### src/design/rcp_pkg.sv
// shared constants, types and operand tables of the rational cubic projection unit
`timescale 1ns / 1ps
package rcp_pkg;

  localparam int COORD_WIDTH = 16;
  localparam int COEF_WIDTH  = 32;
  localparam int COORD_FRAC  = COORD_WIDTH - 2;
  localparam int COEF_FRAC   = COEF_WIDTH - 5;
  localparam int MON_FRAC    = (COORD_FRAC < 60 - COEF_WIDTH) ? COORD_FRAC : 60 - COEF_WIDTH;
  localparam int COORD_SHIFT = COORD_FRAC - MON_FRAC;
  localparam int MONO_WIDTH  = MON_FRAC + 6;
  localparam int TERM_WIDTH  = COEF_WIDTH + 6;
  localparam int POLY_WIDTH  = COEF_WIDTH + 11;

  localparam int NUM_MONO    = 20;
  localparam int NUM_POLY    = 4;
  localparam int NUM_COEF    = 80;
  localparam int NUM_SQ      = 6;
  localparam int NUM_OPS     = NUM_SQ + NUM_MONO;
  localparam int INDEX_WIDTH = 7;
  localparam int ROW_WIDTH   = $clog2(NUM_MONO);
  localparam int LANE_WIDTH  = $clog2(NUM_POLY);
  localparam int OP_WIDTH    = $clog2(NUM_OPS);
  localparam int SQ_WIDTH    = $clog2(NUM_SQ);
  localparam int CNT_WIDTH   = $clog2(COEF_WIDTH);
  localparam int ROW_BITS    = NUM_POLY * COEF_WIDTH;

  localparam logic CMD_WRITE   = 1'b0;
  localparam logic CMD_PROJECT = 1'b1;

  localparam logic signed [COEF_WIDTH-1:0] COEF_MAX = {1'b0, {(COEF_WIDTH-1){1'b1}}};
  localparam logic signed [COEF_WIDTH-1:0] COEF_MIN = {1'b1, {(COEF_WIDTH-1){1'b0}}};

  typedef enum logic [3:0] {
    OPND_X, OPND_Y, OPND_Z, OPND_XX, OPND_XY, OPND_XZ, OPND_YY, OPND_YZ, OPND_ZZ, OPND_ONE
  } opnd_t;

  // squares first, then the twenty monomials in slot order
  localparam opnd_t OP_A [NUM_OPS] = '{
    OPND_X, OPND_X, OPND_X, OPND_Y, OPND_Y, OPND_Z,
    OPND_X, OPND_X, OPND_X, OPND_XX, OPND_X, OPND_X, OPND_XY, OPND_X, OPND_XZ, OPND_X,
    OPND_Y, OPND_Y, OPND_YY, OPND_Y, OPND_YZ, OPND_Y, OPND_Z, OPND_ZZ, OPND_Z, OPND_ONE
  };
  localparam opnd_t OP_B [NUM_OPS] = '{
    OPND_X, OPND_Y, OPND_Z, OPND_Y, OPND_Z, OPND_Z,
    OPND_XX, OPND_XY, OPND_XZ, OPND_ONE, OPND_YY, OPND_YZ, OPND_ONE, OPND_ZZ, OPND_ONE,
    OPND_ONE, OPND_YY, OPND_YZ, OPND_ONE, OPND_ZZ, OPND_ONE, OPND_ONE, OPND_ZZ, OPND_ONE,
    OPND_ONE, OPND_ONE
  };

  typedef struct packed {
    logic                          cmd;
    logic [INDEX_WIDTH-1:0]        coef_index;
    logic signed [COEF_WIDTH-1:0]  coef_value;
    logic signed [COORD_WIDTH-1:0] x_coord;
    logic signed [COORD_WIDTH-1:0] y_coord;
    logic signed [COORD_WIDTH-1:0] z_coord;
    logic signed [COEF_WIDTH-1:0]  obs_u;
    logic signed [COEF_WIDTH-1:0]  obs_v;
  } rcp_req_t;

  typedef struct packed {
    logic signed [COEF_WIDTH-1:0] proj_u;
    logic signed [COEF_WIDTH-1:0] proj_v;
    logic signed [COEF_WIDTH-1:0] resid_u;
    logic signed [COEF_WIDTH-1:0] resid_v;
    logic [1:0]                   div_fault;
  } rcp_rsp_t;

  typedef struct packed {
    logic                         valid;
    logic                         last;
    logic signed [MONO_WIDTH-1:0] val;
  } mono_t;

  typedef struct packed {
    logic                         zero;
    logic signed [COEF_WIDTH-1:0] quot;
  } div_res_t;

  typedef enum logic [6:0] {
    S_CLEAR = 7'b0000001,
    S_IDLE  = 7'b0000010,
    S_WR_RD = 7'b0000100,
    S_WR_WR = 7'b0001000,
    S_EVAL  = 7'b0010000,
    S_DIV   = 7'b0100000,
    S_FIN   = 7'b1000000
  } state_t;

  typedef enum logic [3:0] {
    DV_IDLE  = 4'b0001,
    DV_CHECK = 4'b0010,
    DV_ITER  = 4'b0100,
    DV_DONE  = 4'b1000
  } div_state_t;

endpackage

### src/design/rcp_ram.sv
// generic memory with one write port and one registered read port
`timescale 1ns / 1ps
module rcp_ram import rcp_pkg::*; #(
  parameter int WIDTH = ROW_BITS,
  parameter int DEPTH = NUM_MONO
) (
  input  logic                     clk,
  input  logic                     we,
  input  logic [$clog2(DEPTH)-1:0] waddr,
  input  logic [WIDTH-1:0]         wdata,
  input  logic [$clog2(DEPTH)-1:0] raddr,
  output logic [WIDTH-1:0]         rdata
);

  logic [WIDTH-1:0] mem [DEPTH];

  always_ff @(posedge clk) begin
    if (we) begin
      mem[waddr] <= wdata;
    end
    rdata <= mem[raddr];
  end

endmodule

### config.mk
export PLATFORM = sky130hd
export DESIGN_NAME = rcp_ram
export DESIGN_NICKNAME = d
export VERILOG_FILES = /design/src/design/rcp_pkg.sv /design/src/design/rcp_ram.sv
export SDC_FILE = /design/constraint.sdc
export NUM_CORES = 2
export LEC_CHECK = 0
export BUFFER_PORTS_ARGS = -buffer_cell sky130_fd_sc_hd__buf_4
export CAP_MARGIN = 25
export CORE_MARGIN = 2
export CORE_UTILIZATION = 65
export DETAILED_ROUTE_END_ITERATION = 16
export GPL_TIMING_DRIVEN = 0
export PLACE_DENSITY = 0.83
export SETUP_SLACK_MARGIN = 0.2
export SYNTH_ARGS = -nofsm -noshare
export SYNTH_HDL_FRONTEND = slang
export SYNTH_SLANG_ARGS = --single-unit
### constraint.sdc
create_clock -name clk -period 24.2 [get_ports clk]
set_input_delay 3.63 -clock clk [delete_from_list [all_inputs] [get_ports clk]]
set_output_delay 3.63 -clock clk [all_outputs]
set_load 0.02 [all_outputs]
==> results_dict.tcl <==
set metrics [dict create \
    status "finished, final reports clean" \
    fin_crit_sh_pct 27.1 \
    place.gp.congestion 0.814 \
    antenna_found_initial 34 \
    dp_slack_ps 17180 \
    async_flop_share_pct 0 \
    grt_max_degree 30 \
    drv_cap 0 \
    avgSynthCellArea_um2 19.7 \
    synth.cell_area_um2 101000 \
    die_area_um2 158000 \
    place_area_um2 108000 \
    synth_warnings 0 \
    gr-total-overflow 0 \
    syn-num-nets 5242 \
    core_area_um2 154000 \
    tightest_slew_ps 1150 \
    die_x_um 397 \
    post-cts-setup-buffers 0 \
    layout_commonest_cell "edfxtp_1" \
    nNetsFinal 5862 \
    maxSlewViolCount 0 \
    layout_common_cells "edfxtp_1 (2,560), mux2i_1 (826), o22ai_1 (305)" \
    hold_violations 0 \
    finalInstanceArea_um2 115000 \
    first_pass_iters 6 \
    drive_gt1_share_pct 20.1 \
    cts.clk_slew.worst_paths_ps 60 \
    fillers 7866 \
    cp.arrival_ps 7280 \
    vias_per_cell 6.87 \
    io_pins 268 \
    syn_inst 5102 \
    ys_seq_area_share_pct 79.0 \
    ant_nets 0 \
    synth_edf_count 2560 \
    criticalPathCategory "in2reg" \
    grt_pass1_vias 55300 \
    crit_path_end_kind "flop" \
    drcViolationCount 0 \
    required_ps 24920 \
    grt_first_pass_wirelength_mm 375 \
    rsz0062_at_grt "false" \
    p_leak_nw 39.2 \
    cts_sinks 2688 \
    num_rows 144 \
    wirelength_mm 264 \
    period_needed_ps 6560 \
    ys_ff_latch 2688 \
    yosysUniqueCellTypes 38 \
    syn2layout_area_growth_pct 14.9 \
    clock-root-buffer "clkbuf_16" \
    power.density_nw_per_um2 83.0 \
    cts_hold_buf 0 \
    fin_worst_skew_ps 44.2 \
    hp-class "reg2reg" \
    synth_flop_cell "edfxtp_1" \
    cts_tree "built" \
    setup_viol 0 \
    cts_htree_levels 4 \
    cts-resized-gates 0 \
    cts_buffers 240 \
    port_buffers 264 \
    worst_slack_ps 17640 \
    startpoint_type "primary input" \
    hpwl_mm 159 \
    initial_core_util_pct 65.3 \
    wire_per_inst_um 33.0 \
    clock_latency_ps 870 \
    timing.fmax_mhz 152 \
    via_count 54900 \
    drt_iter0_drc 8945 \
    slew_headroom_pct 23.4 \
    cts_buffer_depth 3 \
    fin_tns_setup_ps 0 \
    fin_util_pct 75.1 \
    vdd_ir_drop_max_v 0.0000824 \
    cp_max_fo 10 \
    groute.usage.overall_pct 33.3 \
    die_h_um 397 \
]
==> layer usage <==
| layer | global-route usage [%] | up-vias | share of wire, % |
|---|---|---|---|
| met3 | 8.34 | 807 | 13 |
| li1 | - | 22000 | - |
| met4 | 17.0 | 24 | 5.4 |
| met5 | 0 | - | 0.053 |
| met1 | 44.1 | 27400 | 34 |
| met2 | 52.1 | 4712 | 48 |
==> report_power, final <==
group / internal, W / switching [W] / total (W)
registers: 0.00517 / 0.0000277 / 0.00519
logic: 0.000193 / 0.000362 / 0.000555
clock network: 0.00216 / 0.00168 / 0.00383
total: 0.00752 / 0.00207 / 0.00958
==> critical path, stage by stage <==
cell	delay [ps]
buf_2	190
nand2b_1	440
buf_4	510
buf_2	460
buf_1	900
o22ai_1	250
nor3_1	690
nor3_1	150
==> path summary, 6_finish.rpt <==
path                    end  cells past startpoint  slack (ps)        start
setup / recovery  rdata[69]                      8       17640     raddr[1]
hold / removal    rdata[32]                      2         690  mem[17][32]
setup reg to reg  rdata[96]                      4       22410   mem[7][96]
hold reg to reg   rdata[32]                      2         690  mem[17][32]
==> cells in the mapped netlist (all sizes together), types with 8 or more instances <==
cell	instances	area, um^2
dfxtp	128	2560
a2111oi	20	210
nor2	209	785
edfxtp	2560	76900
buf	180	1270
mux2i	826	8270
a221o	8	80.1
a22oi	8	60.1
o22ai	305	1910
o32ai	13	114
o21ai	86	430
o311ai	8	70.1
clkbuf	105	394
nand2	21	78.8
nor3	260	1370
nor2b	23	144
nand3	9	45.0
a21oi	21	105
a211oi	20	150
mux4	213	4800
a211o	13	114
mux2	50	563
==> cell type report <==
| cell class | instances | area, um^2 | share of cell area, % |
|---|---|---|---|
| sequential | 2688 | 79400 | 68.8 |
| multi-input combinational | 2128 | 19500 | 16.9 |
| clock buffer | 339 | 6730 | 5.83 |
| timing repair buffer | 378 | 4330 | 3.75 |
| tap | 2044 | 2560 | 2.21 |
| buffer | 285 | 1670 | 1.44 |
| clock inverter | 113 | 1180 | 1.02 |
| antenna | 18 | 45.0 | 0.0390 |
| inverter | 1 | 3.75 | 0.00325 |
==> through the flow <==
stage                     hold slack (ps)  instances  total power (W)
after floorplan                       572       5102          0.00557
after global placement                652       7410          0.00580
after detailed placement              676       7522          0.00582
after CTS                             691       7974          0.00957
after global routing                  717       7986          0.00977
final                                 685       7994          0.00958
==> state kept, by name (all words and copies together) (netlist names) <==
register  flops
mem        2560
rdata       128
==> cell families after synthesis <==
logic type	after synthesis	share of synthesized area, %
muxes	1089	13.6
DFF	2688	79.0
and+or+nand+nor	537	2.51
AOI/OAI and AO/OA	502	3.23
buffers and inverters	286	1.66
(Power assumes the default switching activity.)
