### config.mk
export PLATFORM = sky130hd
export DESIGN_NAME = rcp_mono
export DESIGN_NICKNAME = d
export VERILOG_FILES = /design/src/design/rcp_pkg.sv /design/src/design/rcp_mono.sv
export SDC_FILE = /design/constraint.sdc
export NUM_CORES = 1
export LEC_CHECK = 0
export ABC_AREA = 0
export BUFFER_PORTS_ARGS = -buffer_cell sky130_fd_sc_hd__buf_2
export CELL_PAD_IN_SITES_DETAIL_PLACEMENT = 1
export CELL_PAD_IN_SITES_GLOBAL_PLACEMENT = 2
export CORE_UTILIZATION = 40
export DETAILED_ROUTE_END_ITERATION = 8
export PLACE_DENSITY_LB_ADDON = 0.12
export SLEW_MARGIN = 20
export SYNTH_ARGS = -nofsm -noshare
export SYNTH_HDL_FRONTEND = slang
export SYNTH_SLANG_ARGS = --single-unit
### constraint.sdc
create_clock -name clk -period 10.4 [get_ports clk]
set_clock_uncertainty 0.05 [all_clocks]
set_input_delay 1.04 -clock clk [delete_from_list [all_inputs] [get_ports clk]]
set_output_delay 1.04 -clock clk [all_outputs]
set_load 0.01 [all_outputs]
### src/design/rcp_pkg.sv
// shared constants, types and operand tables of the rational cubic projection unit
`timescale 1ns / 1ps
package rcp_pkg;

  localparam int COORD_WIDTH = 16;
  localparam int COEF_WIDTH  = 32;
  localparam int COORD_FRAC  = COORD_WIDTH - 2;
  localparam int COEF_FRAC   = COEF_WIDTH - 5;
  localparam int MON_FRAC    = (COORD_FRAC < 60 - COEF_WIDTH) ? COORD_FRAC : 60 - COEF_WIDTH;
  localparam int COORD_SHIFT = COORD_FRAC - MON_FRAC;
  localparam int MONO_WIDTH  = MON_FRAC + 6;
  localparam int TERM_WIDTH  = COEF_WIDTH + 6;
  localparam int POLY_WIDTH  = COEF_WIDTH + 11;

  localparam int NUM_MONO    = 20;
  localparam int NUM_POLY    = 4;
  localparam int NUM_COEF    = 80;
  localparam int NUM_SQ      = 6;
  localparam int NUM_OPS     = NUM_SQ + NUM_MONO;
  localparam int INDEX_WIDTH = 7;
  localparam int ROW_WIDTH   = $clog2(NUM_MONO);
  localparam int LANE_WIDTH  = $clog2(NUM_POLY);
  localparam int OP_WIDTH    = $clog2(NUM_OPS);
  localparam int SQ_WIDTH    = $clog2(NUM_SQ);
  localparam int CNT_WIDTH   = $clog2(COEF_WIDTH);
  localparam int ROW_BITS    = NUM_POLY * COEF_WIDTH;

  localparam logic CMD_WRITE   = 1'b0;
  localparam logic CMD_PROJECT = 1'b1;

  localparam logic signed [COEF_WIDTH-1:0] COEF_MAX = {1'b0, {(COEF_WIDTH-1){1'b1}}};
  localparam logic signed [COEF_WIDTH-1:0] COEF_MIN = {1'b1, {(COEF_WIDTH-1){1'b0}}};

  typedef enum logic [3:0] {
    OPND_X, OPND_Y, OPND_Z, OPND_XX, OPND_XY, OPND_XZ, OPND_YY, OPND_YZ, OPND_ZZ, OPND_ONE
  } opnd_t;

  // squares first, then the twenty monomials in slot order
  localparam opnd_t OP_A [NUM_OPS] = '{
    OPND_X, OPND_X, OPND_X, OPND_Y, OPND_Y, OPND_Z,
    OPND_X, OPND_X, OPND_X, OPND_XX, OPND_X, OPND_X, OPND_XY, OPND_X, OPND_XZ, OPND_X,
    OPND_Y, OPND_Y, OPND_YY, OPND_Y, OPND_YZ, OPND_Y, OPND_Z, OPND_ZZ, OPND_Z, OPND_ONE
  };
  localparam opnd_t OP_B [NUM_OPS] = '{
    OPND_X, OPND_Y, OPND_Z, OPND_Y, OPND_Z, OPND_Z,
    OPND_XX, OPND_XY, OPND_XZ, OPND_ONE, OPND_YY, OPND_YZ, OPND_ONE, OPND_ZZ, OPND_ONE,
    OPND_ONE, OPND_YY, OPND_YZ, OPND_ONE, OPND_ZZ, OPND_ONE, OPND_ONE, OPND_ZZ, OPND_ONE,
    OPND_ONE, OPND_ONE
  };

  typedef struct packed {
    logic                          cmd;
    logic [INDEX_WIDTH-1:0]        coef_index;
    logic signed [COEF_WIDTH-1:0]  coef_value;
    logic signed [COORD_WIDTH-1:0] x_coord;
    logic signed [COORD_WIDTH-1:0] y_coord;
    logic signed [COORD_WIDTH-1:0] z_coord;
    logic signed [COEF_WIDTH-1:0]  obs_u;
    logic signed [COEF_WIDTH-1:0]  obs_v;
  } rcp_req_t;

  typedef struct packed {
    logic signed [COEF_WIDTH-1:0] proj_u;
    logic signed [COEF_WIDTH-1:0] proj_v;
    logic signed [COEF_WIDTH-1:0] resid_u;
    logic signed [COEF_WIDTH-1:0] resid_v;
    logic [1:0]                   div_fault;
  } rcp_rsp_t;

  typedef struct packed {
    logic                         valid;
    logic                         last;
    logic signed [MONO_WIDTH-1:0] val;
  } mono_t;

  typedef struct packed {
    logic                         zero;
    logic signed [COEF_WIDTH-1:0] quot;
  } div_res_t;

  typedef enum logic [6:0] {
    S_CLEAR = 7'b0000001,
    S_IDLE  = 7'b0000010,
    S_WR_RD = 7'b0000100,
    S_WR_WR = 7'b0001000,
    S_EVAL  = 7'b0010000,
    S_DIV   = 7'b0100000,
    S_FIN   = 7'b1000000
  } state_t;

  typedef enum logic [3:0] {
    DV_IDLE  = 4'b0001,
    DV_CHECK = 4'b0010,
    DV_ITER  = 4'b0100,
    DV_DONE  = 4'b1000
  } div_state_t;

endpackage

### src/design/rcp_mono.sv
// monomial sequencer: squares then the twenty monomials through one shared multiplier
`timescale 1ns / 1ps
module rcp_mono import rcp_pkg::*; (
  input  logic                          clk,
  input  logic                          rst,
  input  logic                          start,
  input  logic signed [COORD_WIDTH-1:0] x_coord,
  input  logic signed [COORD_WIDTH-1:0] y_coord,
  input  logic signed [COORD_WIDTH-1:0] z_coord,
  output logic [ROW_WIDTH-1:0]          rd_row,
  output mono_t                         mono
);

  localparam int PW = 2 * MONO_WIDTH;
  localparam logic signed [COORD_WIDTH:0] CRND =
    (COORD_SHIFT == 0) ? '0 : ((COORD_WIDTH+1)'(1) << (COORD_SHIFT - 1));
  localparam logic signed [PW-1:0] PHALF = PW'(1) << (MON_FRAC - 1);
  localparam logic signed [MONO_WIDTH-1:0] MONO_ONE = MONO_WIDTH'(1) << MON_FRAC;

  logic signed [MONO_WIDTH-1:0] x, y, z;
  logic signed [MONO_WIDTH-1:0] sq [NUM_SQ];
  logic                         run;
  logic [OP_WIDTH-1:0]          op;
  logic signed [PW-1:0]         prod;
  logic                         prod_valid;
  logic [OP_WIDTH-1:0]          prod_op;
  logic signed [MONO_WIDTH-1:0] opa, opb, rnd;
  logic signed [PW-1:0]         psum;

  function automatic logic signed [MONO_WIDTH-1:0] round_coord(
    input logic signed [COORD_WIDTH-1:0] c
  );
    logic signed [COORD_WIDTH:0] t;
    t = {c[COORD_WIDTH-1], c} + CRND;
    return MONO_WIDTH'(t >>> COORD_SHIFT);
  endfunction

  function automatic logic signed [MONO_WIDTH-1:0] pick(input opnd_t o);
    logic signed [MONO_WIDTH-1:0] v;
    case (o)
      OPND_X:  v = x;
      OPND_Y:  v = y;
      OPND_Z:  v = z;
      OPND_XX: v = sq[0];
      OPND_XY: v = sq[1];
      OPND_XZ: v = sq[2];
      OPND_YY: v = sq[3];
      OPND_YZ: v = sq[4];
      OPND_ZZ: v = sq[5];
      default: v = MONO_ONE;
    endcase
    return v;
  endfunction

  always_comb begin
    opa    = pick(OP_A[op]);
    opb    = pick(OP_B[op]);
    psum   = prod + PHALF;
    rnd    = MONO_WIDTH'(psum >>> MON_FRAC);
    rd_row = ROW_WIDTH'(prod_op - OP_WIDTH'(NUM_SQ));
  end

  always_ff @(posedge clk) begin
    if (rst) begin
      run        <= 1'b0;
      prod_valid <= 1'b0;
      mono.valid <= 1'b0;
      op         <= '0;
    end else begin
      if (start) begin
        run <= 1'b1;
        op  <= '0;
      end else if (run) begin
        op <= op + 1'b1;
        if (op == OP_WIDTH'(NUM_OPS - 1)) begin
          run <= 1'b0;
        end
      end
      prod_valid <= run;
      mono.valid <= prod_valid && (prod_op >= OP_WIDTH'(NUM_SQ));
    end
    mono.last <= (prod_op == OP_WIDTH'(NUM_OPS - 1));
    mono.val  <= rnd;
  end

  always_ff @(posedge clk) begin
    if (start) begin
      x <= round_coord(x_coord);
      y <= round_coord(y_coord);
      z <= round_coord(z_coord);
    end
    prod    <= opa * opb;
    prod_op <= op;
    if (prod_valid && (prod_op < OP_WIDTH'(NUM_SQ))) begin
      sq[prod_op[SQ_WIDTH-1:0]] <= rnd;
    end
  end

endmodule

==> qor.yml <==
status:
  outcome: "finished, final reports clean"
yosys:
  syn-cell-area_sq_um: 23080
  synth_area_leaders: "fa_1, edfxtp_1, inv_1"
  synth_compound_area_share_pct: 7.791
  synth_top_family_by_area: "adder cells"
  avgSynthCellArea_sq_um: 9.986
  synthSimpleGateAreaFrac_pct: 13.87
  syn_inst: 2311
  yosys_warnings: 0
  yosysSeqAreaShare_pct: 26.63
  synth-adder-area-share_pct: 37.14
  synth_top_area_cell: "fa_1"
  synthDistinctLibCells: 91
  ys_ff_latch: 223
  synth_top_cell_area_share_pct: 31.23
  synthMuxAreaShare_pct: 2.320
  synth-xor-area-share_pct: 2.543
  synth_flop_cell: "edfxtp_1"
  synthArstFlopShare_pct: 0
  syn_nets: 2831
  synth_edf_count: 168
detailed_routing:
  viasPerCell: 5.484
  vias: 17520
  detail_route.wl_per_cell_um: 25.68
  drtIter0Drc: 1251
  drc: 0
  drt-pass1-iter-count: 5
  routed_wl_mm: 82.06
  antenna_left: 0
timing:
  fmaxAchievable_mhz: 101.1
  period_share_pct: 95.09
  finalHoldViolCount: 0
  rsz0062_at_grt: "no"
  maxSlewHeadroom_pct: 22.38
  finalWorstSetupSlack_ns: 0.5109
  period_needed_ns: 9.889
  worst_pin_slew_ns: 1.156
  tns_ns: 0
  setup_violations: 0
  report.final.slew_viol_count: 0
clock_network:
  path_clk_slew_ns: 0.06
  cts_made_buffers: 23
  clk_path_buf_depth: 3
  clock-sinks: 223
  clock_latency_ns: 0.56
  h-tree-depth: 1
  cts_tree: "done"
  postCtsHoldBufs: 0
  root_buffer: "clkbuf_16"
critical_path:
  critical_path_arrival_ns: 10.33
  end_kind: "flop"
  worst_path_max_delay_cell: "fa_1"
  cp_common_cell: "fa_1"
  setup.worst_path.start_class: "flop"
  cp.required_ns: 10.84
  rrSetupSlack_ns: 0.51
  cp_slowest_stage_delay_ns: 0.55
  path_max_fanout: 14
  critPathKind: "flop to flop"
  timing.rr.end: "prod[26]"
  r2r_cells: 34
  timing.rr.start: "op[0]"
placed_design:
  dp_slack_ns: 0.2481
  port_buffers: 77
  placed_cells: 3150
  gp_congestion: 0.9105
  hpwl_mm: 64.83
global_routing:
  grt_overflow: 0
  grt_max_degree: 55
  grt_pass1_vias: 19280
  antenna_found_initial: 1
  grt_pass1_wl_mm: 124.7
  grt_usage_pct: 28.61
finish:
  seqCellArea_sq_um: 6147
  fillers: 6348
  layout_commonest_cell: "inv_1"
  most-common-layout-cells: "inv_1, fa_1, nand2_1"
  final_layout_size_suffix_gt1_share_pct: 12.34
  nNetsFinal: 2942
  insertedDiodeCount: 0
  area_growth_pct: 11.59
  stdcell_count: 3195
  multi_input_area_sq_um: 14810
floorplan:
  io_pins: 78
  dieArea_sq_um: 58660
  core_area_sq_um: 56710
  fp.dieH_um: 242.2
  num_rows: 87
  start_util_pct: 40.69
  die-width_um: 242.2
min_path:
  hold_start: "op[1]"
  holdCritPathClass: "flop to flop"
  whs_path_depth: 0
  holdPathEnd: "prod_op[1]"
flow_run:
  cap_viol_max_count: 0
## what timing repair did
item	CTS	global route
setup buffers	0	3
gates resized for setup	0	12
setup endpoints to repair	0	12
## final cells by class
type / instances / area share [%]
Tap cell: 756 / 3.673
Multi-Input combinational cell: 1509 / 57.49
Inverter: 471 / 6.865
Sequential cell: 223 / 23.87
Timing Repair Buffer: 194 / 5.101
Clock inverter: 15 / 0.7093
Clock buffer: 27 / 2.293
## logic make-up (layout without fill, tap and decap cells)
| group | count (synthesis) | in the layout |
|---|---|---|
| and+or+nand+nor | 682 | 682 |
| buffers and inverters | 579 | 707 |
| adders and majority gates | 469 | 469 |
| AOI/OAI and AO/OA | 242 | 242 |
| DFF | 223 | 223 |
| xor gates and xnor gates | 67 | 67 |
| muxes | 49 | 49 |
## per-stage QoR
step           hold slack (ns)  area [sq um]  utilization [%]
2_1_floorplan           0.3177         23080                -
4_1_cts                 0.3783         25710            45.34
3_5_place_dp            0.3677         24940            43.97
3_3_place_gp            0.3514         24930            43.96
5_1_grt                 0.4043         25750            45.41
6_report                0.3780         25750            45.41
## registers in the layout, indices dropped and copies added (netlist names), 5 cells and up
| signal | count |
|---|---|
| sq | 120 |
| mono | 22 |
| prod | 21 |
| x | 16 |
| y | 16 |
| z | 16 |
| op | 5 |
| prod_op | 5 |
## cell usage after synthesis (all sizes together), types with 19 or more instances
cell / count
a22oi: 32
nor2b: 23
nand2b: 20
nand4: 31
nor3: 28
xnor2: 48
mux2i: 37
nor2: 181
a221oi: 25
nand3: 31
nand2: 279
ha: 109
dfxtp: 55
fa: 360
a21oi: 46
and2: 26
inv: 470
buf: 30
edfxtp: 168
clkbuf: 78
and4: 19
xor2: 19
o21ai: 39
## critical path, delay by kind of cell, from the launching register on
family                     cells  cell delay [ns]
buffers and inverters         10             1.30
DFF                            1             0.45
and+or+nand+nor                4             1.00
adders and majority gates      9             4.06
muxes                          2             0.82
xor gates and xnor gates       1             0.15
AOI/OAI and AO/OA              8             2.01
## how the worst max path moves through the flow
stage	startpoint	to	slack [ns]	cells past startpoint
2_1_floorplan	op[1]	prod[32]	1.12	38
3_3_place_gp	op[0]	prod[32]	0.47	33
3_5_place_dp	op[0]	prod[26]	0.25	32
4_1_cts	op[0]	prod[26]	0.23	32
5_1_grt	op[0]	prod[26]	0.008	34
6_report	op[0]	prod[26]	0.51	34
## routing by layer
layer  up-vias  part of all wire [%]  GRT usage [%]
met5         -                     0              0
met4         0                   2.5          6.534
met3       116                   5.7          4.088
met2       553                    47          46.53
met1      9263                    45          40.37
li1       7588                     -              -
Power is left out: the tool's default activity adds up to more than one toggle a clock period on the data nets, which glitch-free logic cannot reach.
