`src/design/rcp_pkg.sv`:
```
// shared constants, types and operand tables of the rational cubic projection unit
`timescale 1ns / 1ps
package rcp_pkg;

  localparam int COORD_WIDTH = 16;
  localparam int COEF_WIDTH  = 32;
  localparam int COORD_FRAC  = COORD_WIDTH - 2;
  localparam int COEF_FRAC   = COEF_WIDTH - 5;
  localparam int MON_FRAC    = (COORD_FRAC < 60 - COEF_WIDTH) ? COORD_FRAC : 60 - COEF_WIDTH;
  localparam int COORD_SHIFT = COORD_FRAC - MON_FRAC;
  localparam int MONO_WIDTH  = MON_FRAC + 6;
  localparam int TERM_WIDTH  = COEF_WIDTH + 6;
  localparam int POLY_WIDTH  = COEF_WIDTH + 11;

  localparam int NUM_MONO    = 20;
  localparam int NUM_POLY    = 4;
  localparam int NUM_COEF    = 80;
  localparam int NUM_SQ      = 6;
  localparam int NUM_OPS     = NUM_SQ + NUM_MONO;
  localparam int INDEX_WIDTH = 7;
  localparam int ROW_WIDTH   = $clog2(NUM_MONO);
  localparam int LANE_WIDTH  = $clog2(NUM_POLY);
  localparam int OP_WIDTH    = $clog2(NUM_OPS);
  localparam int SQ_WIDTH    = $clog2(NUM_SQ);
  localparam int CNT_WIDTH   = $clog2(COEF_WIDTH);
  localparam int ROW_BITS    = NUM_POLY * COEF_WIDTH;

  localparam logic CMD_WRITE   = 1'b0;
  localparam logic CMD_PROJECT = 1'b1;

  localparam logic signed [COEF_WIDTH-1:0] COEF_MAX = {1'b0, {(COEF_WIDTH-1){1'b1}}};
  localparam logic signed [COEF_WIDTH-1:0] COEF_MIN = {1'b1, {(COEF_WIDTH-1){1'b0}}};

  typedef enum logic [3:0] {
    OPND_X, OPND_Y, OPND_Z, OPND_XX, OPND_XY, OPND_XZ, OPND_YY, OPND_YZ, OPND_ZZ, OPND_ONE
  } opnd_t;

  // squares first, then the twenty monomials in slot order
  localparam opnd_t OP_A [NUM_OPS] = '{
    OPND_X, OPND_X, OPND_X, OPND_Y, OPND_Y, OPND_Z,
    OPND_X, OPND_X, OPND_X, OPND_XX, OPND_X, OPND_X, OPND_XY, OPND_X, OPND_XZ, OPND_X,
    OPND_Y, OPND_Y, OPND_YY, OPND_Y, OPND_YZ, OPND_Y, OPND_Z, OPND_ZZ, OPND_Z, OPND_ONE
  };
  localparam opnd_t OP_B [NUM_OPS] = '{
    OPND_X, OPND_Y, OPND_Z, OPND_Y, OPND_Z, OPND_Z,
    OPND_XX, OPND_XY, OPND_XZ, OPND_ONE, OPND_YY, OPND_YZ, OPND_ONE, OPND_ZZ, OPND_ONE,
    OPND_ONE, OPND_YY, OPND_YZ, OPND_ONE, OPND_ZZ, OPND_ONE, OPND_ONE, OPND_ZZ, OPND_ONE,
    OPND_ONE, OPND_ONE
  };

  typedef struct packed {
    logic                          cmd;
    logic [INDEX_WIDTH-1:0]        coef_index;
    logic signed [COEF_WIDTH-1:0]  coef_value;
    logic signed [COORD_WIDTH-1:0] x_coord;
    logic signed [COORD_WIDTH-1:0] y_coord;
    logic signed [COORD_WIDTH-1:0] z_coord;
    logic signed [COEF_WIDTH-1:0]  obs_u;
    logic signed [COEF_WIDTH-1:0]  obs_v;
  } rcp_req_t;

  typedef struct packed {
    logic signed [COEF_WIDTH-1:0] proj_u;
    logic signed [COEF_WIDTH-1:0] proj_v;
    logic signed [COEF_WIDTH-1:0] resid_u;
    logic signed [COEF_WIDTH-1:0] resid_v;
    logic [1:0]                   div_fault;
  } rcp_rsp_t;

  typedef struct packed {
    logic                         valid;
    logic                         last;
    logic signed [MONO_WIDTH-1:0] val;
  } mono_t;

  typedef struct packed {
    logic                         zero;
    logic signed [COEF_WIDTH-1:0] quot;
  } div_res_t;

  typedef enum logic [6:0] {
    S_CLEAR = 7'b0000001,
    S_IDLE  = 7'b0000010,
    S_WR_RD = 7'b0000100,
    S_WR_WR = 7'b0001000,
    S_EVAL  = 7'b0010000,
    S_DIV   = 7'b0100000,
    S_FIN   = 7'b1000000
  } state_t;

  typedef enum logic [3:0] {
    DV_IDLE  = 4'b0001,
    DV_CHECK = 4'b0010,
    DV_ITER  = 4'b0100,
    DV_DONE  = 4'b1000
  } div_state_t;

endpackage

```
`src/design/rcp_div.sv`:
```
// restoring divider, one quotient bit a cycle, with overflow and zero checks
`timescale 1ns / 1ps
module rcp_div import rcp_pkg::*; (
  input  logic                         clk,
  input  logic                         rst,
  input  logic                         start,
  input  logic signed [POLY_WIDTH-1:0] num,
  input  logic signed [POLY_WIDTH-1:0] den,
  output logic                         done,
  output div_res_t                     res
);

  div_state_t              state;
  logic                    neg, zero, num_neg, num_nz, big;
  logic [POLY_WIDTH-1:0]   n_abs, d_abs;
  logic [POLY_WIDTH:0]     rem, trial;
  logic [COEF_WIDTH-1:0]   shreg, q;
  logic [CNT_WIDTH-1:0]    cnt;

  always_comb begin
    trial = {rem[POLY_WIDTH-1:0], shreg[COEF_WIDTH-1]};
    done  = (state == DV_DONE);
    res.zero = zero;
    if (zero) begin
      res.quot = !num_nz ? '0 : (num_neg ? COEF_MIN : COEF_MAX);
    end else if (neg) begin
      res.quot = (big || (q[COEF_WIDTH-1] && |q[COEF_WIDTH-2:0])) ? COEF_MIN : -q;
    end else begin
      res.quot = (big || q[COEF_WIDTH-1]) ? COEF_MAX : q;
    end
  end

  always_ff @(posedge clk) begin
    if (rst) begin
      state <= DV_IDLE;
    end else if (start) begin
      state <= DV_CHECK;
    end else begin
      unique case (state)
        DV_IDLE:  state <= DV_IDLE;
        DV_CHECK: state <= DV_ITER;
        DV_ITER: begin
          if (cnt == CNT_WIDTH'(COEF_WIDTH - 1)) begin
            state <= DV_DONE;
          end
        end
        DV_DONE:  state <= DV_DONE;
        default:  state <= DV_IDLE;
      endcase
    end
  end

  always_ff @(posedge clk) begin
    if (start) begin
      neg     <= num[POLY_WIDTH-1] ^ den[POLY_WIDTH-1];
      num_neg <= num[POLY_WIDTH-1];
      num_nz  <= (num != '0);
      zero    <= (den == '0);
      n_abs   <= num[POLY_WIDTH-1] ? -num : num;
      d_abs   <= den[POLY_WIDTH-1] ? -den : den;
    end else if (state == DV_CHECK) begin
      // quotient of n * 2^frac / d reaches 2^width exactly when n >= 32 * d
      big   <= {5'b0, n_abs} >= {d_abs, 5'b0};
      rem   <= (POLY_WIDTH+1)'(n_abs >> 5);
      shreg <= {n_abs[4:0], {COEF_FRAC{1'b0}}};
      q     <= '0;
      cnt   <= '0;
    end else if (state == DV_ITER) begin
      if (trial >= {1'b0, d_abs}) begin
        rem <= trial - {1'b0, d_abs};
        q   <= {q[COEF_WIDTH-2:0], 1'b1};
      end else begin
        rem <= trial;
        q   <= {q[COEF_WIDTH-2:0], 1'b0};
      end
      shreg <= shreg << 1;
      cnt   <= cnt + 1'b1;
    end
  end

endmodule

```
`config.mk`:
```
export PLATFORM = sky130hd
export DESIGN_NAME = rcp_div
export DESIGN_NICKNAME = d
export VERILOG_FILES = /design/src/design/rcp_pkg.sv /design/src/design/rcp_div.sv
export SDC_FILE = /design/constraint.sdc
export NUM_CORES = 1
export LEC_CHECK = 0
export BUFFER_PORTS_ARGS = -buffer_cell sky130_fd_sc_hd__buf_2
export CORE_AREA = 10 10 181 183
export DETAILED_ROUTE_END_ITERATION = 10
export DIE_AREA = 0 0 191 193
export PLACE_DENSITY_LB_ADDON = 0.1
export SLEW_MARGIN = 20
export SYNTH_ARGS = -nofsm -noshare
export SYNTH_HDL_FRONTEND = slang
export SYNTH_SLANG_ARGS = --single-unit
```
`constraint.sdc`:
```
create_clock -name clk -period 12.8 [get_ports clk]
set_clock_uncertainty 0.05 [all_clocks]
set_input_delay 1.92 -clock clk [delete_from_list [all_inputs] [get_ports clk]]
set_output_delay 1.92 -clock clk [all_outputs]
set_load 0.1 [all_outputs]
```
==> flow_metrics.py, run 1 <==
metrics = {
    "global_route": {
        "grt_pass1_vias": 10100,
        "grt_first_pass_wirelength_um": 53800,
        "gr-usage-all-layers_pct": 17.9,
        "grt_max_degree": 75,
        "antenna_found_initial": 0,
        "grt-ovfl-total": 0,
    },
    "critical_path": {
        "required_ps": 10830,
        "critical_path_arrival_ps": 4700,
        "end_kind": "primary output",
        "cp-start-kind": "flip-flop",
        "worstSetupPathType": "flip-flop to primary output",
        "path_max_fanout": 27,
    },
    "final_layout": {
        "final_cell_mix": "edfxtp_1 (176), o21ai_0 (154), buf_2 (121)",
        "diodes": 0,
        "drive_gt1_share_pct": 12.8,
        "area_growth_pct": 11.9,
        "final_common_cell": "edfxtp_1",
        "fin_area_um2": 14500,
        "fin_nets": 1646,
        "area.sequential_um2": 5370,
        "fin_util_pct": 49.6,
        "fillers": 2773,
        "fin_cells": 1871,
        "multi_input_area_um2": 7110,
    },
    "timing": {
        "fin_crit_ps": 6670,
        "max_freq_mhz": 150,
        "maxSlewViolCount": 0,
        "worst-slew-pin-transition_ps": 929,
        "hold_slack_ps": 472,
        "rsz0062_at_grt": "no",
        "setup_ws_ps": 6130,
        "final-setup-viol-count": 0,
        "min_period_over_period_pct": 52.1,
        "finalHoldViolCount": 0,
        "slew_headroom_pct": 36.4,
        "tns_ps": 0,
    },
    "placed_design": {
        "port_buffers": 122,
        "dp_slack_ps": 6690,
        "gp_congestion": 0.862,
        "placed_cell_area_um2": 13900,
        "dp_hpwl_um": 24900,
        "placedCellCount": 1841,
    },
    "clocking": {
        "cts.htree.levels": 4,
        "clkLatencyLatePin_ps": 430,
        "clk_pin_slew_worst_paths_ps": 70,
        "cts_setup_buffers": 0,
        "cts_max_path_buffers": 2,
        "cts_tree": "built",
        "cts_made_buffers": 17,
        "cts-hold-fix-buffers": 0,
        "cts-root-buf": "clkbuf_16",
        "cts_sinks": 180,
        "cts_resized": 0,
    },
    "outcome": {
        "outcome": "finished, final reports clean",
    },
    "logic_synthesis": {
        "netlist.area_leader.share_pct": 40.7,
        "synthFlopType": "edfxtp_1",
        "synth_edf_count": 176,
        "syn_area_um2": 13000,
        "syn_inst": 1388,
        "ys_async_sr_fraction_pct": 0,
        "seq_area_frac_synth_pct": 41.4,
        "synth-seq-cells": 180,
        "synth_top_area_cell": "edfxtp_1",
        "synthTopCellsByArea": "edfxtp_1 (41%), ha_1 (8.3%), xnor2_1 (6.8%)",
        "synthesis.nets": 1564,
        "syn_avg_cell_area_um2": 9.35,
        "synth_warnings": 0,
        "yosysUniqueCellTypes": 65,
    },
    "detailed_routing": {
        "routed_via_density": 5.62,
        "wl_per_cell_um": 17.5,
        "drt_iter0_drc": 715,
        "drc_errors": 0,
        "finalWirelength_um": 32800,
        "first_pass_iters": 6,
        "vias": 10500,
        "ant_nets": 0,
    },
    "die": {
        "coreArea_um2": 29200,
        "ios": 123,
        "die_area_um2": 36900,
        "die_h_um": 193,
        "initial_utilization_pct": 44.4,
        "num_rows": 63,
        "die_x_um": 191,
    },
    "pwr": {
        "power_density_nw_per_um2": 121,
        "power.total_mw": 1.75,
        "max-vdd-ir-drop_mv": 0.0816,
        "leakage_nw": 5.40,
    },
    "hold_path": {
        "hold_class": "flip-flop to flip-flop",
    },
    "job": {
        "cap_violations": 0,
    },
}
path summary, 6_finish.rpt:
path / start / to / slack, ps / cells past startpoint
hold / removal: state[3] / state[2] / 470 / 1
setup reg to reg: d_abs[0] / rem[10] / 8580 / 12
hold reg to reg: state[3] / state[2] / 470 / 1
setup / recovery: q[0] / res[14] / 6130 / 12
kinds of logic after synthesis:
kind of cell	count (synthesis)	synth area share (%)
muxes	6	0.463
DFF	180	41.4
xor gates and xnor gates	122	8.24
and+or+nand+nor	443	18.1
AOI/OAI and AO/OA	418	19.5
buffers and inverters	132	3.92
adders and majority gates	87	8.45
cell type report:
class	count	area share, %
clock buffer	17	2.93
clock inverter	13	1.39
tap	390	3.36
sequential	180	37.0
inverter	65	1.68
multi-input combinational	1076	49.0
timing repair buffer	130	4.64
critical path: stages (launching register included):
cell,delay (ps)
edfxtp_1,380
inv_1,120
ha_1,210
or3b_2,460
nor3_1,440
nand4_1,360
o31ai_1,360
nor2b_1,460
nand2_2,410
nor3b_1,300
a211oi_1,70
o21ai_0,210
buf_2,470
where the power goes:
part	switching [mW]	internal, mW
logic	0.312	0.158
clock network	0.236	0.329
registers	0.0213	0.697
state kept, by name, summed over array words and instances, names as in the netlist:
signal,flops
shreg,5
big,1
cnt,5
q,32
n_abs,43
state,4
zero,1
num_nz,1
rem,43
neg,1
num_neg,1
d_abs,43
synthesized netlist by cell type, drive strengths merged, types with 28 or more instances:
| master | number |
|---|---|
| ha | 86 |
| and2 | 32 |
| o21ai | 154 |
| a21oi | 116 |
| nor2 | 81 |
| nor3 | 43 |
| edfxtp | 176 |
| inv | 65 |
| nand2 | 116 |
| xnor2 | 101 |
| nand3 | 28 |
| o31ai | 35 |
| clkbuf | 63 |
metal layers:
metal / up-vias / GRT usage [%] / share of wire, %
met3: 19 / 3.51 / 5.9
met1: 4895 / 26.7 / 52
met5: - / 0 / 0
met4: 0 / 4.21 / 1.0
met2: 272 / 25.8 / 41
li1: 5327 / - / -
No activity file was read; power rests on OpenSTA's default activity.
==> inputs of run 2 (changes only) <==
==> constraint.sdc (replaced) <==
create_clock -name clk -period 6.9 [get_ports clk]
set_clock_uncertainty 0.05 [all_clocks]
set_input_delay 1.035 -clock clk [delete_from_list [all_inputs] [get_ports clk]]
set_output_delay 1.035 -clock clk [all_outputs]
set_load 0.1 [all_outputs]
==> run 2 against run 1 <==
Compared with the run above: register-to-register slack worse by 5900 ps; non-clock buffer count unchanged; via count about the same; sequential share of layout area up 0.12 points; cell area down 0.33%; power up 81%; first-iteration DRC count up 4.1%; combinational power up 86%; sequential power up 85%; flip-flop and latch count unchanged; clock power up 70%; worst hold slack worse by 6.4 ps; largest cell class unchanged; largest power group unchanged; highest routed layer unchanged.
==> flow_metrics.py, run 2 (synthesis gave the netlist of run 1 again) <==
metrics = {
    "hold_path": {
        "worstHoldStart": "shreg[29]",
        "hold_class": "flip-flop to flip-flop",
        "worstHoldPathCells": 2,
        "holdPathEnd": "shreg[30]",
    },
    "detailed_routing": {
        "drt_iter0_drc": 744,
        "finalWirelength_um": 33100,
        "first_pass_iters": 5,
        "ant_nets": 0,
        "vias": 10500,
        "wl_per_cell_um": 17.7,
        "routed_via_density": 5.61,
        "drc_errors": 0,
    },
    "pwr": {
        "power.total_mw": 3.17,
        "max-vdd-ir-drop_mv": 0.159,
        "power_density_nw_per_um2": 219,
        "leakage_nw": 5.37,
    },
    "die": {
        "die_x_um": 191,
        "coreArea_um2": 29200,
        "initial_utilization_pct": 44.4,
        "num_rows": 63,
        "die_h_um": 193,
        "die_area_um2": 36900,
        "ios": 123,
    },
    "clocking": {
        "cts.htree.levels": 4,
        "clkLatencyLatePin_ps": 440,
        "cts_tree": "built",
        "cts_setup_buffers": 0,
        "cts_max_path_buffers": 2,
        "cts-root-buf": "clkbuf_16",
        "cts_resized": 0,
        "cts_sinks": 180,
        "clk_pin_slew_worst_paths_ps": 70,
        "cts-hold-fix-buffers": 0,
        "cts_made_buffers": 17,
    },
    "critical_path": {
        "r2r_setup_slack_ps": 2660,
        "worst_r2r_endpoint": "rem[10]",
        "cp-start-kind": "flip-flop",
        "worstSetupPathType": "flip-flop to primary output",
        "critical_path_arrival_ps": 4630,
        "required_ps": 5810,
        "end_kind": "primary output",
        "rr_worst_depth": 12,
        "startpoint": "q[0]",
        "path_max_fanout": 27,
        "r2r_start": "d_abs[0]",
    },
    "job": {
        "cap_violations": 0,
    },
    "final_layout": {
        "fillers": 2743,
        "multi_input_area_um2": 7120,
        "final_common_cell": "edfxtp_1",
        "drive_gt1_share_pct": 12.8,
        "diodes": 0,
        "area.sequential_um2": 5370,
        "reg_top3": "d_abs: 43 flops, n_abs: 43 flops, rem: 43 flops",
        "fin_nets": 1646,
        "area_growth_pct": 11.5,
        "final_cell_mix": "edfxtp_1 (176), o21ai_0 (154), buf_2 (121)",
        "fin_cells": 1872,
        "fin_area_um2": 14500,
    },
    "timing": {
        "min_period_over_period_pct": 82.8,
        "final-setup-viol-count": 0,
        "rsz0062_at_grt": "no",
        "fin_crit_ps": 5720,
        "max_freq_mhz": 175,
        "finalHoldViolCount": 0,
        "tns_ps": 0,
        "slew_headroom_pct": 37.9,
        "maxSlewViolCount": 0,
        "worst-slew-pin-transition_ps": 931,
    },
    "global_route": {
        "grt_max_degree": 66,
        "top_usage_layer": "met2",
        "gr-usage-all-layers_pct": 17.8,
        "use_met2_pct": 26.4,
        "grt_first_pass_wirelength_um": 53200,
        "grt_pass1_vias": 10100,
        "grt-ovfl-total": 0,
        "antenna_found_initial": 1,
        "met3_usage_pct": 3.35,
        "grt_use_met1_pct": 26.2,
    },
    "placed_design": {
        "gp_congestion": 0.880,
        "port_buffers": 122,
        "placed_cell_area_um2": 13900,
        "dp_hpwl_um": 25100,
        "placedCellCount": 1841,
    },
    "outcome": {
        "outcome": "finished, final reports clean",
    },
}
==> run 2: changes by cell type in the layout (fill, tap and decap cells not counted), sizes merged <==
cell	delta
clkinv	-2
inv	+3
bufinv	-3
clkinvlp	+3
==> run 2: power breakdown <==
| part | internal, mW | total (mW) | switching (mW) |
|---|---|---|---|
| clock | 0.508 | 0.963 | 0.455 |
| sequential | 1.29 | 1.33 | 0.0401 |
| combinational | 0.294 | 0.877 | 0.583 |
| total | 2.09 | 3.17 | 1.08 |
==> run 2: layout make-up <==
| cell class | instances | share of cell area (%) |
|---|---|---|
| clock buffers | 17 | 2.94 |
| multi-input cells | 1076 | 49.2 |
| repair buffers | 130 | 4.65 |
| clock inverters | 14 | 1.00 |
| inverters | 65 | 1.69 |
| flip-flops and latches | 180 | 37.1 |
| well taps | 390 | 3.37 |
==> run 2: worst max-delay path by stage <==
stage,endpoint,slack (ps),cells after the start
2_1_floorplan,cnt[0],500,1
3_3_place_gp,res[7],1870,12
3_5_place_dp,res[19],1690,12
4_1_cts,res[19],1200,12
5_1_grt,res[5],870,12
6_report,res[19],1180,12
==> run 2: worst max-delay path, cell delays in order (launching register included) <==
cell and delay (ps):
edfxtp_1 380, inv_1 120, ha_1 210, or3b_2 470, nor3_1 400, nand4_1 340, o31ai_1 340, nor2b_1 460
nand2_2 430, o31ai_1 350, a21oi_1 60, o21ai_0 170, buf_2 470
==> run 2: per-layer routing <==
| layer | routed length [µm] | share of wire (%) | vias to the layer above |
|---|---|---|---|
| met2 | 13800 | 42 | 304 |
| met3 | 1890 | 5.7 | 27 |
| met5 | 0 | 0 | - |
| li1 | - | - | 5335 |
| met4 | 396 | 1.2 | 0 |
| met1 | 17000 | 51 | 4837 |
==> run 2: metrics by stage <==
stage	setup WS, ps	utilization, %	hold WS (ps)
2_1_floorplan	495	-	417
3_3_place_gp	1870	47.5	444
3_5_place_dp	1690	47.5	454
4_1_cts	1200	49.5	471
5_1_grt	865	49.5	505
6_report	1180	49.5	465
